$ cat src/hdl/bgnc_pkg.sv
`timescale 1ns / 1ps
// ----------------------------------------------------------------------------
// Binary grid neighbor count: shared definitions
// Field widths, register indexes, reset values, the result beat layout and
// the control bundles that travel between the units of the block.
// ----------------------------------------------------------------------------
package bgnc_pkg;

  // Field widths fixed by the interface.
  localparam int ROW_W      = 10;
  localparam int CFG_COLS_W = 8;
  localparam int OUT_COL_W  = 7;
  localparam int COUNT_W    = 4;
  localparam int CFG_DATA_W = 10;
  localparam int CFG_IDX_W  = 1;

  // Default line buffer depth.
  localparam int MAX_COLS_DEF = 128;

  // Smallest grid side and the largest 3x3 sum.
  localparam int MIN_DIM   = 3;
  localparam int MAX_COUNT = 9;

  // Register reset values.
  localparam logic [ROW_W-1:0]      ROWS_RST = ROW_W'(8);
  localparam logic [CFG_COLS_W-1:0] COLS_RST = CFG_COLS_W'(8);

  // Result queue depth (a power of two) and its pointer and fill widths.
  localparam int FIFO_DEPTH = 8;
  localparam int FIFO_PTR_W = $clog2(FIFO_DEPTH);
  localparam int FIFO_CNT_W = $clog2(FIFO_DEPTH + 1);

  // Register indexes on the configuration port.
  typedef enum logic [CFG_IDX_W-1:0] {
    REG_GRID_ROWS = 1'b0,
    REG_GRID_COLS = 1'b1
  } cfg_reg_e;

  // One result beat.
  typedef struct packed {
    logic [ROW_W-1:0]     row;
    logic [OUT_COL_W-1:0] col;
    logic [COUNT_W-1:0]   count;
    logic                 run_end;
    logic                 frame_end;
  } result_t;

  // Cell in flight between the address stage and the window stage.
  typedef struct packed {
    logic                 valid;
    logic                 cell_val;
    logic                 top_en;
    logic                 first_col;
    logic                 emit;
    logic                 row_end;
    logic                 frame_last;
    logic [ROW_W-1:0]     row;
    logic [OUT_COL_W-1:0] col;
  } stage_t;

  // Up to two results pushed into the queue in one cycle.
  typedef struct packed {
    logic    v0;
    result_t r0;
    logic    v1;
    result_t r1;
  } push_t;

  // Number of set bits in a 3x3 window.
  function automatic logic [COUNT_W-1:0] popcount9(input logic [8:0] w);
    logic [COUNT_W-1:0] n;
    n = '0;
    for (int i = 0; i < 9; i++) begin
      n = n + COUNT_W'(w[i]);
    end
    return n;
  endfunction

endpackage

$ cat src/hdl/binary_grid_neighbor_count_unit.sv
`timescale 1ns / 1ps
// ----------------------------------------------------------------------------
// Binary grid neighbor count unit
// Streaming 3x3 box sum over a binary grid arriving in raster order.
// ----------------------------------------------------------------------------
// The block takes one cell per clock while the result queue has room, and
// gives the 3x3 sum of cell (r-1,c-1) when cell (r,c) arrives, plus a second
// result at each row end; after the last row the source sends one tail row,
// as wide as the clamped column count, to flush it. A cell passes an address
// stage, which addresses the line buffer memory, and a window stage, which
// reads it, updates the window and writes the column back; its results go
// into the output queue, whose head drives the output ports.
// The input stalls only when the eight-entry result queue cannot take the
// two results of a new cell on top of the two of the cell still in flight,
// which happens when the consumer holds off. No clearing pass is needed
// after reset: line buffer entries are always rewritten by the first two
// rows of a frame before they reach a result. A configuration write
// restarts the frame at row 0, column 0.
// ----------------------------------------------------------------------------
module binary_grid_neighbor_count_unit #(
  parameter int MAX_COLS = bgnc_pkg::MAX_COLS_DEF
) (
  input  logic                                clk_i,
  input  logic                                rst_ni,
  // Configuration port
  input  logic                                cfg_we_i,
  input  logic [bgnc_pkg::CFG_IDX_W-1:0]      cfg_idx_i,
  input  logic [bgnc_pkg::CFG_DATA_W-1:0]     cfg_data_i,
  // Input channel
  input  logic                                in_valid_i,
  output logic                                in_stall_o,
  input  logic                                cell_req_i,
  // Output channel
  output logic                                out_valid_o,
  input  logic                                out_stall_i,
  output logic [bgnc_pkg::ROW_W-1:0]          out_row_o,
  output logic [bgnc_pkg::OUT_COL_W-1:0]      out_col_o,
  output logic [bgnc_pkg::COUNT_W-1:0]        count_o,
  output logic                                run_end_o,
  output logic                                frame_end_o
);

  localparam int ADDR_W = $clog2(MAX_COLS);
  localparam int CW     = (ADDR_W + 1 > bgnc_pkg::CFG_COLS_W) ? ADDR_W + 1
                                                               : bgnc_pkg::CFG_COLS_W;
  localparam int ROW_W  = bgnc_pkg::ROW_W;
  localparam int CNT_W  = bgnc_pkg::FIFO_CNT_W;

  logic [ROW_W-1:0]                grid_rows_q;
  logic [bgnc_pkg::CFG_COLS_W-1:0] grid_cols_q;
  logic                            restart;

  logic [ROW_W-1:0]  row_q, row_d;
  logic [ADDR_W-1:0] col_q, col_d;
  logic [ROW_W-1:0]  eff_rows;
  logic [CW-1:0]     cols_ext;
  logic [CW-1:0]     eff_cols;
  logic [CW-1:0]     last_col;
  logic [CW-1:0]     col_ext;
  logic              row_end;
  logic              in_accept;

  bgnc_pkg::stage_t  stage_q, stage_d;
  logic [ADDR_W-1:0] wr_addr_q;
  logic [1:0]        line_rd;
  logic [1:0]        line_wr;
  bgnc_pkg::push_t   push;
  bgnc_pkg::result_t head;
  logic [CNT_W-1:0]  fifo_count;
  logic [CNT_W:0]    fill_need;

  // Configuration registers; any write restarts the frame.
  assign restart = cfg_we_i;

  always_ff @(posedge clk_i or negedge rst_ni) begin
    if (!rst_ni) begin
      grid_rows_q <= bgnc_pkg::ROWS_RST;
      grid_cols_q <= bgnc_pkg::COLS_RST;
    end else if (cfg_we_i) begin
      unique case (cfg_idx_i)
        bgnc_pkg::REG_GRID_ROWS: grid_rows_q <= cfg_data_i[ROW_W-1:0];
        bgnc_pkg::REG_GRID_COLS: grid_cols_q <= cfg_data_i[bgnc_pkg::CFG_COLS_W-1:0];
      endcase
    end
  end

  // Effective grid size: at least three on each side, columns up to the depth.
  assign eff_rows = (grid_rows_q < ROW_W'(bgnc_pkg::MIN_DIM)) ? ROW_W'(bgnc_pkg::MIN_DIM)
                                                              : grid_rows_q;
  assign cols_ext = CW'(grid_cols_q);
  always_comb begin
    if (cols_ext < CW'(bgnc_pkg::MIN_DIM)) begin
      eff_cols = CW'(bgnc_pkg::MIN_DIM);
    end else if (cols_ext > CW'(MAX_COLS)) begin
      eff_cols = CW'(MAX_COLS);
    end else begin
      eff_cols = cols_ext;
    end
  end
  assign last_col = eff_cols - 1'b1;
  assign col_ext  = CW'(col_q);
  assign row_end  = (col_ext == last_col);

  // Room for two results of the cell in flight and two of the new one.
  assign fill_need  = {1'b0, fifo_count} + (stage_q.valid ? (CNT_W + 1)'(2) : '0);
  assign in_stall_o = (fill_need > (CNT_W + 1)'(bgnc_pkg::FIFO_DEPTH - 2));
  assign in_accept  = in_valid_i & ~in_stall_o;

  // Raster position of the next cell; the tail row wraps back to row 0.
  always_comb begin
    row_d = row_q;
    col_d = col_q;
    if (in_accept) begin
      if (row_end) begin
        col_d = '0;
        row_d = (row_q == eff_rows) ? '0 : row_q + 1'b1;
      end else begin
        col_d = col_q + 1'b1;
      end
    end
  end

  always_ff @(posedge clk_i or negedge rst_ni) begin
    if (!rst_ni) begin
      row_q <= '0;
      col_q <= '0;
    end else if (restart) begin
      row_q <= '0;
      col_q <= '0;
    end else begin
      row_q <= row_d;
      col_q <= col_d;
    end
  end

  // Address stage: classify the cell while the line buffer is read.
  always_comb begin
    stage_d.valid      = in_accept;
    stage_d.cell_val   = (row_q < eff_rows) ? cell_req_i : 1'b0;
    stage_d.top_en     = (row_q >= ROW_W'(2));
    stage_d.first_col  = (col_q == '0);
    stage_d.emit       = (row_q != '0) && (col_q != '0);
    stage_d.row_end    = row_end;
    stage_d.frame_last = (row_q == eff_rows);
    stage_d.row        = row_q - 1'b1;
    stage_d.col        = col_ext[bgnc_pkg::OUT_COL_W-1:0];
  end

  // Stage register: a restart drops the valid flag, the rest follows each
  // accepted cell.
  always_ff @(posedge clk_i or negedge rst_ni) begin
    if (!rst_ni) begin
      stage_q   <= '0;
      wr_addr_q <= '0;
    end else begin
      if (restart) begin
        stage_q.valid <= 1'b0;
      end else begin
        stage_q.valid <= stage_d.valid;
      end
      if (in_accept) begin
        stage_q.cell_val   <= stage_d.cell_val;
        stage_q.top_en     <= stage_d.top_en;
        stage_q.first_col  <= stage_d.first_col;
        stage_q.emit       <= stage_d.emit;
        stage_q.row_end    <= stage_d.row_end;
        stage_q.frame_last <= stage_d.frame_last;
        stage_q.row        <= stage_d.row;
        stage_q.col        <= stage_d.col;
        wr_addr_q          <= col_q;
      end
    end
  end

  // Line buffers. The write-back follows the read via the stage register; the
  // same column is read again at least three cells later, so no forwarding.
  bgnc_line_mem #(
    .MAX_COLS (MAX_COLS)
  ) u_line_mem (
    .clk_i     (clk_i),
    .rd_en_i   (in_accept),
    .rd_addr_i (col_q),
    .rd_data_o (line_rd),
    .wr_en_i   (stage_q.valid),
    .wr_addr_i (wr_addr_q),
    .wr_data_i (line_wr)
  );

  // Window update and result forming.
  bgnc_window u_window (
    .clk_i     (clk_i),
    .rst_ni    (rst_ni),
    .restart_i (restart),
    .stage_i   (stage_q),
    .line_rd_i (line_rd),
    .line_wr_o (line_wr),
    .push_o    (push)
  );

  // Result queue and output channel.
  bgnc_result_fifo u_result_fifo (
    .clk_i   (clk_i),
    .rst_ni  (rst_ni),
    .push_i  (push),
    .pop_i   (~out_stall_i),
    .head_o  (head),
    .count_o (fifo_count)
  );

  assign out_valid_o = (fifo_count != '0);
  assign out_row_o   = head.row;
  assign out_col_o   = head.col;
  assign count_o     = head.count;
  assign run_end_o   = head.run_end;
  assign frame_end_o = head.frame_end;

endmodule

$ cat src/hdl/bgnc_line_mem.sv
`timescale 1ns / 1ps
// ----------------------------------------------------------------------------
// Line buffer memory
// One entry per column holding the cells of the two previous rows:
// bit 1 is the older row, bit 0 the newer row. Synchronous read.
// ----------------------------------------------------------------------------
module bgnc_line_mem #(
  parameter int MAX_COLS = bgnc_pkg::MAX_COLS_DEF,
  localparam int ADDR_W  = $clog2(MAX_COLS)
) (
  input  logic              clk_i,
  input  logic              rd_en_i,
  input  logic [ADDR_W-1:0] rd_addr_i,
  output logic [1:0]        rd_data_o,
  input  logic              wr_en_i,
  input  logic [ADDR_W-1:0] wr_addr_i,
  input  logic [1:0]        wr_data_i
);

  logic [1:0] mem [MAX_COLS];
  logic [1:0] rd_data_q;

  // Write port.
  always_ff @(posedge clk_i) begin
    if (wr_en_i) begin
      mem[wr_addr_i] <= wr_data_i;
    end
  end

  // Registered read port.
  always_ff @(posedge clk_i) begin
    if (rd_en_i) begin
      rd_data_q <= mem[rd_addr_i];
    end
  end

  assign rd_data_o = rd_data_q;

endmodule

$ cat src/hdl/bgnc_window.sv
`timescale 1ns / 1ps
// ----------------------------------------------------------------------------
// Window stage
// Builds the new column from the line buffer read and the incoming cell,
// shifts it into the 3x3 window, forms the results and the write-back word.
// ----------------------------------------------------------------------------
module bgnc_window (
  input  logic             clk_i,
  input  logic             rst_ni,
  input  logic             restart_i,
  input  bgnc_pkg::stage_t stage_i,
  input  logic [1:0]       line_rd_i,
  output logic [1:0]       line_wr_o,
  output bgnc_pkg::push_t  push_o
);

  logic       mid;
  logic       top;
  logic [2:0] col_bits;
  logic [8:0] win_q;
  logic [8:0] win_d;
  logic [8:0] win_tail;

  // New column: top row in bit 0, middle in bit 1, current cell in bit 2.
  assign mid      = line_rd_i[0];
  assign top      = line_rd_i[1] & stage_i.top_en;
  assign col_bits = {stage_i.cell_val, mid, top};

  // Shift the window; the first column of a row starts it afresh.
  assign win_d    = stage_i.first_col ? {6'b000000, col_bits} : {win_q[5:0], col_bits};
  // Row-end window: the column past the right edge counts as zero.
  assign win_tail = {win_d[5:0], 3'b000};

  always_ff @(posedge clk_i or negedge rst_ni) begin
    if (!rst_ni) begin
      win_q <= '0;
    end else if (restart_i) begin
      win_q <= '0;
    end else if (stage_i.valid) begin
      win_q <= win_d;
    end
  end

  // Rows move down by one: the newer row becomes the older one.
  assign line_wr_o = {mid, stage_i.cell_val};

  // Result for the cell one column back, and at the row end the last column.
  always_comb begin
    push_o.v0           = stage_i.valid & stage_i.emit;
    push_o.r0.row       = stage_i.row;
    push_o.r0.col       = stage_i.col - 1'b1;
    push_o.r0.count     = bgnc_pkg::popcount9(win_d);
    push_o.r0.run_end   = ~stage_i.row_end;
    push_o.r0.frame_end = 1'b0;
    push_o.v1           = stage_i.valid & stage_i.emit & stage_i.row_end;
    push_o.r1.row       = stage_i.row;
    push_o.r1.col       = stage_i.col;
    push_o.r1.count     = bgnc_pkg::popcount9(win_tail);
    push_o.r1.run_end   = 1'b1;
    push_o.r1.frame_end = stage_i.frame_last;
  end

endmodule

$ cat src/hdl/bgnc_result_fifo.sv
`timescale 1ns / 1ps
// ----------------------------------------------------------------------------
// Result queue
// Small queue that takes up to two results a cycle and, unless the output
// stalls, hands out one beat a cycle. The head entry is seen on the ports.
// ----------------------------------------------------------------------------
module bgnc_result_fifo (
  input  logic                                clk_i,
  input  logic                                rst_ni,
  input  bgnc_pkg::push_t                     push_i,
  input  logic                                pop_i,
  output bgnc_pkg::result_t                   head_o,
  output logic [bgnc_pkg::FIFO_CNT_W-1:0]     count_o
);

  localparam int PTR_W = bgnc_pkg::FIFO_PTR_W;
  localparam int CNT_W = bgnc_pkg::FIFO_CNT_W;

  bgnc_pkg::result_t mem [bgnc_pkg::FIFO_DEPTH];

  logic [PTR_W-1:0] wr_ptr_q, wr_ptr_d;
  logic [PTR_W-1:0] rd_ptr_q, rd_ptr_d;
  logic [CNT_W-1:0] count_q, count_d;
  logic [1:0]       n_push;
  logic             pop;

  assign n_push = {1'b0, push_i.v0} + {1'b0, push_i.v1};
  assign pop    = pop_i & (count_q != '0);

  // Storage: the second result lands just behind the first.
  always_ff @(posedge clk_i) begin
    if (push_i.v0) begin
      mem[wr_ptr_q] <= push_i.r0;
    end
    if (push_i.v1) begin
      mem[wr_ptr_q + PTR_W'(push_i.v0)] <= push_i.r1;
    end
  end

  // Pointers and fill level.
  always_comb begin
    wr_ptr_d = wr_ptr_q + PTR_W'(n_push);
    rd_ptr_d = rd_ptr_q + PTR_W'(pop);
    count_d  = count_q + CNT_W'(n_push) - CNT_W'(pop);
  end

  always_ff @(posedge clk_i or negedge rst_ni) begin
    if (!rst_ni) begin
      wr_ptr_q <= '0;
      rd_ptr_q <= '0;
      count_q  <= '0;
    end else begin
      wr_ptr_q <= wr_ptr_d;
      rd_ptr_q <= rd_ptr_d;
      count_q  <= count_d;
    end
  end

  assign head_o  = mem[rd_ptr_q];
  assign count_o = count_q;

endmodule

$ cat config.mk
export PLATFORM = sky130hd
export DESIGN_NAME = binary_grid_neighbor_count_unit
export DESIGN_NICKNAME = d
export VERILOG_FILES = /design/src/hdl/bgnc_pkg.sv /design/src/hdl/binary_grid_neighbor_count_unit.sv /design/src/hdl/bgnc_line_mem.sv /design/src/hdl/bgnc_window.sv /design/src/hdl/bgnc_result_fifo.sv
export SDC_FILE = /design/constraint.sdc
export NUM_CORES = 1
export LEC_CHECK = 0
export BUFFER_PORTS_ARGS = -buffer_cell sky130_fd_sc_hd__buf_4
export CORE_MARGIN = 2
export CORE_UTILIZATION = 40
export CTS_BUF_LIST = sky130_fd_sc_hd__clkbuf_8
export DETAILED_ROUTE_END_ITERATION = 8
export HOLD_SLACK_MARGIN = 0.1
export PLACE_DENSITY_LB_ADDON = 0.1
export REMOVE_ABC_BUFFERS = 1
export SYNTH_ARGS = -nofsm -noshare
export SYNTH_HDL_FRONTEND = slang
export SYNTH_HIERARCHICAL = 1
export SYNTH_SLANG_ARGS = --single-unit
$ cat constraint.sdc
create_clock -name clk_i -period 10.2 [get_ports clk_i]
set_input_delay 1.02 -clock clk_i [delete_from_list [all_inputs] [get_ports clk_i]]
set_output_delay 1.02 -clock clk_i [all_outputs]
set_load 0.01 [all_outputs]
== Word level (Yosys, flattened, before mapping) ==
Memory sizes are Yosys's and may differ from the RTL's. A register that Yosys moved wholly into a read port is not among the register bits.
Index checks and enable logic that the tools add are counted.
Operators by class
  bitwise logic cells: 9
  reduce and logical (&&, ||, !) cells: 11
  equality and inequality tests: 2
  add/subtract/negate cells: 20
  $lt $le $gt $ge: 6
  mux-type cells: 22
Operator list (count)
  10-bit two-way mux: 5
  4-bit by 1-bit adder with 4-bit output: 7
  7-bit two-way mux: 3
  8-bit two-way mux: 2
  6-bit two-way mux: 2
  10-bit by 1-bit adder with 10-bit output (second input constant): 1
  10-bit equality test: 1
  10-bit by 2-bit greater-or-equal comparator with 1-bit output (second input constant): 1
  10-bit less-than comparator: 1
  10-bit by 2-bit less-than comparator with 1-bit output (second input constant): 1
  10-bit nonzero test: 1
  10-bit by 1-bit subtractor with 10-bit output (second input constant): 1
  9-bit two-way mux: 1
  7-bit by 8-bit equality test with 1-bit output: 1
  8-bit greater-than comparator (second input constant): 1
  8-bit by 2-bit less-than comparator with 1-bit output (second input constant): 1
  1-bit two-way mux: 8
  8-bit by 1-bit subtractor with 8-bit output (second input constant): 1
  7-bit by 1-bit adder with 7-bit output (second input constant): 1
  7-bit logical NOT: 1
  7-bit nonzero test: 1
  7-bit by 1-bit subtractor with 7-bit output (second input constant): 1
  3-bit by 1-bit adder with 3-bit output: 2
  2-bit AND reduction: 3
  other kinds (12): 22
Storage, ports and cells
  bits in writable memories: 440
  output and inout port bits: 25
  flip-flop bits (word level): 75
  memories: 2
Memory list
  u_line_mem.mem: depth 128, width 2, rd ports 1, clocked after memory_dff 1, write ports 1, line bgnc_line_mem.sv:20  | logic [1:0] mem [MAX_COLS];
  u_result_fifo.mem: depth 8, width 23, rd ports 1, clocked after memory_dff 0, write ports 2, line bgnc_result_fifo.sv:19  | bgnc_pkg::result_t mem [bgnc_pkg::FIFO_DEPTH];

== Logic depth before layout (Yosys ltp) ==
  depth in word-level cells: 10
  depth in mapped cells: 15
  depth with buffers taken out: 13

== Cells and area by module ==
Netlist, hierarchy kept.
By module, submodules not included
  bgnc_line_mem: seq. area each 7747.4 µm², times used 1, cells each 611, area an instance 10632.7 µm²
  bgnc_result_fifo: seq. area each 5775.5 µm², times used 1, cells each 538, area an instance 9977.1 µm²
  binary_grid_neighbor_count_unit: seq. area each 1478.9 µm², times used 1, cells each 386, area an instance 3545.9 µm²
  bgnc_window: seq. area each 150.1 µm², times used 1, cells each 101, area an instance 855.8 µm²

== Worst setup path after synthesis ==
Ideal clock, no wire load.
  path kind: reg-to-reg
  start: register u_line_mem.rd_data_q[1], in the netlist u_line_mem/rd_data_o[1] (read register of u_line_mem.mem)
  end: memory u_result_fifo/mem[0][4] in the netlist's numbering, data pin
  required time: 9940 ps
  period minus slack after synthesis: 3849 ps
  stages on the path, launching flop included: 14
  data arrival time: 3589 ps
  setup time: 260 ps
  setup slack: 6351 ps
  cells stage by stage: edfxtp_1 > and2_1 > ha_1 > inv_1 > fa_1 > inv_1 > fa_1 > inv_1 > fa_1 > inv_1 > ha_1 > fa_1 > xnor2_1 > mux2_2
RTL lines
  start, declared: line bgnc_line_mem.sv:21  | logic [1:0] rd_data_q;
  end, declared: line bgnc_result_fifo.sv:19

==> out/qor.csv <==
stage,metric,value,unit
status,status,completed,
power_and_ir_drop,PwrDens,226,mW/mm^2
cts,hold_buf cts,1,
critical_path,Crit path buffers/inverters,4,
critical_path,Critical Path Max Stage Delay,0.64,ns
drt,Vias/cell,5.36,
cts,CTS tree,done,
place,placed insts,2416,
logic_synthesis,synth top area cells,"edfxtp_1, mux2_2, mux4_2",
critical_path,R2R Path Start,u_line_mem/rd_data_o[1]$_DFFE_PP_,
floorplan,Ports,42,
sta,Clock Skews,0.0294,ns
cts,"Reg clk slew, reported paths",0.06,ns
cts,Worst-Skew Late Latency,0.67,ns
drt,via count,13847,
power_and_ir_drop,worst vdd ir,126,uV
floorplan,row cnt,91,
min_path,hold path start,stage_q[21]$_DFFE_PN0P_,
drt,drt total wl,59.7,mm
sta,setup tns final,0,ns
floorplan,chip width,254,um
logic_synthesis,"EDFF count, synth",442,
critical_path,critical-path cell list,and2_1 > ha_1 > inv_1 > fa_1 > inv_1 > fa_1 > inv_1 > fa_1 > inv_1 > ha_1 > fa_1 > xnor2_1 > mux2_2,
min_path,Worst Hold Class,register to register,
critical_path,Worst Setup End Kind,register,
logic_synthesis,synthesized flop and latch total,517,
cts,CTS Buffer Depth,3,
cts,CTS H-tree depth,3,
sta,final period utilization,0.413,
sta,Final setup viols,0,
critical_path,R2R Path End,u_result_fifo/mem[3][4]$_DFFE_PP_,
cts,post-cts gate resize count,0,
grt,initial antenna violation count,1,
floorplan,Die H,254,um
floorplan,die area,0.0645,mm^2
logic_synthesis,cells after synthesis,1636,
critical_path,Levels on crit path,13,
critical_path,"Req. time, crit path",10.72,ns
layout,Multi-input gate area,0.00888,mm^2
drt,DRT Pass-1 Iters,6,
layout,FF+latch area,0.0152,mm^2
place,port bufs,41,
critical_path,Worst Path Max Fanout,9,
place,placed wire-length estimate,34.1,mm
sta,Least-Margin Pin Slew,1.18,ns
grt,GRT Overall Usage,0.190,
critical_path,Worst Reg2Reg Path Length in Cells,13,
layout,Fill cells,5641,
cts,post-CTS setup buffer count,0,
min_path,Worst Hold End,stage_q[21]$_DFFE_PN0P_,
logic_synthesis,post-synth top area share,0.531,
layout,final design utilization,0.445,
drt,# DRC,0,
sta,Max Fclk,0.237,GHz
logic_synthesis,Ys Warns,6,
logic_synthesis,"area leader, netlist",edfxtp_1,
critical_path,CP arrival,4.73,ns
layout,NumNets Final,1729,
floorplan,Initial Utilization,0.405,
power_and_ir_drop,leakage,9.34,nW
layout,layout cell share with drive strength beyond 1,0.308,
place,placed inst area,0.0258,mm^2
run,Max-Cap Viols,0,
layout,Layout area overhead,9.80,%
logic_synthesis,mapped cell area,0.0250,mm^2
sta,Tmin final,4.21,ns
drt,Final ANT Viol Nets,0,
sta,unrepaired setup endpoints after global routing,false,
grt,first-pass GRT wire length,90.6,mm
sta,Slew Limit Fails,0,
grt,pin count of the biggest net entering global routing,102,
sta,final hold vios,0,
min_path,WHS Path Cells,2,
logic_synthesis,asr flop ratio synth,0.145,
grt,vias in the first global route,14461,
critical_path,crit path kind,register to register,
sta,Worst slew margin,0.210,
logic_synthesis,register area share after synthesis,0.606,
critical_path,Top delay family on crit path,adder cells,
layout,Final Cell Area,0.0275,mm^2
critical_path,R2R Setup Slk,5.99,ns
floorplan,core area,0.0617,mm^2
logic_synthesis,synthesized area per cell,15.3,um^2
place,gp weighted congestion,0.784,
grt,gr ovfl total,0,
critical_path,Critical-path top delay cell,fa_1,
drt,wire length per cell,23.1,um
logic_synthesis,Synth cell types,74,
logic_synthesis,"Top FF cell, synth",edfxtp_1,
cts,clock tree sinks,517,
layout,final cell count without fillers,2582,
cts,clk root buf,clkbuf_8,
drt,DR iter-0 viols,863,
cts,total CTS buffers,90,
critical_path,CP startpoint kind,register,
## cells in the mapped netlist, types with 3 or more instances
cell,number
nand2b_1,15
ha_1,33
buf_2,12
mux2i_1,39
a22oi_1,16
nand4b_1,4
buf_4,43
or4_1,5
nand4_1,10
xor2_1,10
and2_1,4
nand2_1,81
or2_2,3
o31ai_1,4
nor2b_1,17
o32ai_1,3
fa_1,7
nand3b_1,5
mux2_4,19
edfxtp_1,442
nor2_1,158
a21o_1,3
and3_1,5
clkbuf_1,40
or4_4,4
buf_6,17
dfrtp_1,73
a21oi_1,17
o21a_1,5
clkbuf_8,7
o21ai_0,30
a211o_1,6
xnor2_1,16
inv_1,45
buf_1,5
nor4_1,8
nor3_1,30
mux4_2,97
mux4_1,5
mux2_1,5
o22ai_1,12
mux2_2,203
nand3_1,34
## metal layers
layer / vias up / share of wire / GRT usage / routed length (um)
met5: - / 0 / 0 / 0
li1: 6312 / - / - / -
met3: 107 / 0.036 / 0.0282 / 2150
met2: 277 / 0.48 / 0.306 / 28500
met1: 7151 / 0.46 / 0.264 / 27600
met4: 0 / 0.025 / 0.0613 / 1490
## through the flow
stage,power [mW],hold slack (ns),worst slack [ns]
floorplan,3.99,0.442,4.96
global placement,4.48,0.462,6.03
detailed placement,4.50,0.482,6.03
CTS,6.32,0.493,5.95
global route,6.55,0.524,5.78
finish,6.22,0.484,5.99
## worst max-delay path by stage
stage | endpoint | startpoint
6_report | u_result_fifo/mem[3][4]$_DFFE_PP_ | u_line_mem/rd_data_o[1]$_DFFE_PP_
3_5_place_dp | u_result_fifo/mem[3][4]$_DFFE_PP_ | u_line_mem/rd_data_o[1]$_DFFE_PP_
3_3_place_gp | u_result_fifo/mem[0][4]$_DFFE_PP_ | u_line_mem/rd_data_o[1]$_DFFE_PP_
5_1_grt | u_result_fifo/mem[2][4]$_DFFE_PP_ | u_line_mem/rd_data_o[1]$_DFFE_PP_
2_1_floorplan | u_result_fifo/mem[0][4]$_DFFE_PP_ | u_line_mem/rd_data_o[0]$_DFFE_PP_
4_1_cts | out_col_o[4] | u_result_fifo/rd_ptr_q[0]$_DFF_PN0_
## where the power goes
part | total (mW) | internal, mW | switching [mW]
Combinational | 1.62 | 0.854 | 0.762
Clock | 1.79 | 0.938 | 0.853
Sequential | 2.81 | 2.58 | 0.225
## state kept, by name (all words and copies together), names as in the netlist
register                cells
u_result_fifo/wr_ptr_q      3
stage_q                    17
u_line_mem/rd_data_o        2
wr_addr_q                   7
col_q                       7
u_result_fifo/mem         184
u_result_fifo/rd_ptr_q      3
u_line_mem/mem            256
u_window/win_q              6
cols_ext                    8
u_result_fifo/count_o       4
row_q                      10
grid_rows_q                10
## tightest hold or removal path: stages (launching register included)
cell	delay, ns
dfrtp_1	0.34
nand2_1	0.04
o21ai_0	0.07
## placed cells by master, fill, tap and decap left out, types with 5 or more instances in the layout
| cell type | n |
|---|---|
| mux2_1 | 5 |
| nor3_1 | 30 |
| a22oi_1 | 16 |
| o22ai_1 | 9 |
| o21ai_0 | 29 |
| or4_1 | 5 |
| mux4_1 | 5 |
| clkinv_2 | 8 |
| nand2b_1 | 15 |
| mux4_2 | 97 |
| nor4_1 | 8 |
| and3_1 | 5 |
| inv_1 | 87 |
| xor2_1 | 10 |
| xnor2_1 | 16 |
| ha_1 | 33 |
| nor2_1 | 158 |
| nand2_1 | 81 |
| nor2b_1 | 17 |
| o21a_1 | 5 |
| clkinv_1 | 10 |
| clkbuf_8 | 92 |
| a21oi_1 | 17 |
| dfrtp_1 | 67 |
| nand3b_1 | 5 |
| mux2_2 | 203 |
| mux2_4 | 19 |
| diode_2 | 5 |
| a211o_1 | 6 |
| fa_1 | 7 |
| mux2i_1 | 39 |
| edfxtp_1 | 442 |
| nand4_1 | 10 |
| buf_4 | 69 |
| nand3_1 | 34 |
## kinds of logic after synthesis
family          synth area share
fa+ha+maj                 0.0221
mux                        0.213
flops                      0.606
compound gates            0.0285
buf+inv                   0.0419
xor+xnor                  0.0113
simple gates              0.0768
other cells             0.000300
## area by class of cell
type                            instances  share of cell area
Sequential cell                       517               0.552
Multi-Input combinational cell        948               0.323
Clock buffer                           92              0.0461
Tap cell                              837              0.0381
Timing Repair Buffer                   70              0.0192
Clock inverter                         68              0.0144
Inverter                               45             0.00615
Antenna cell                            5            0.000456
Power figures use the tool's default switching activity.
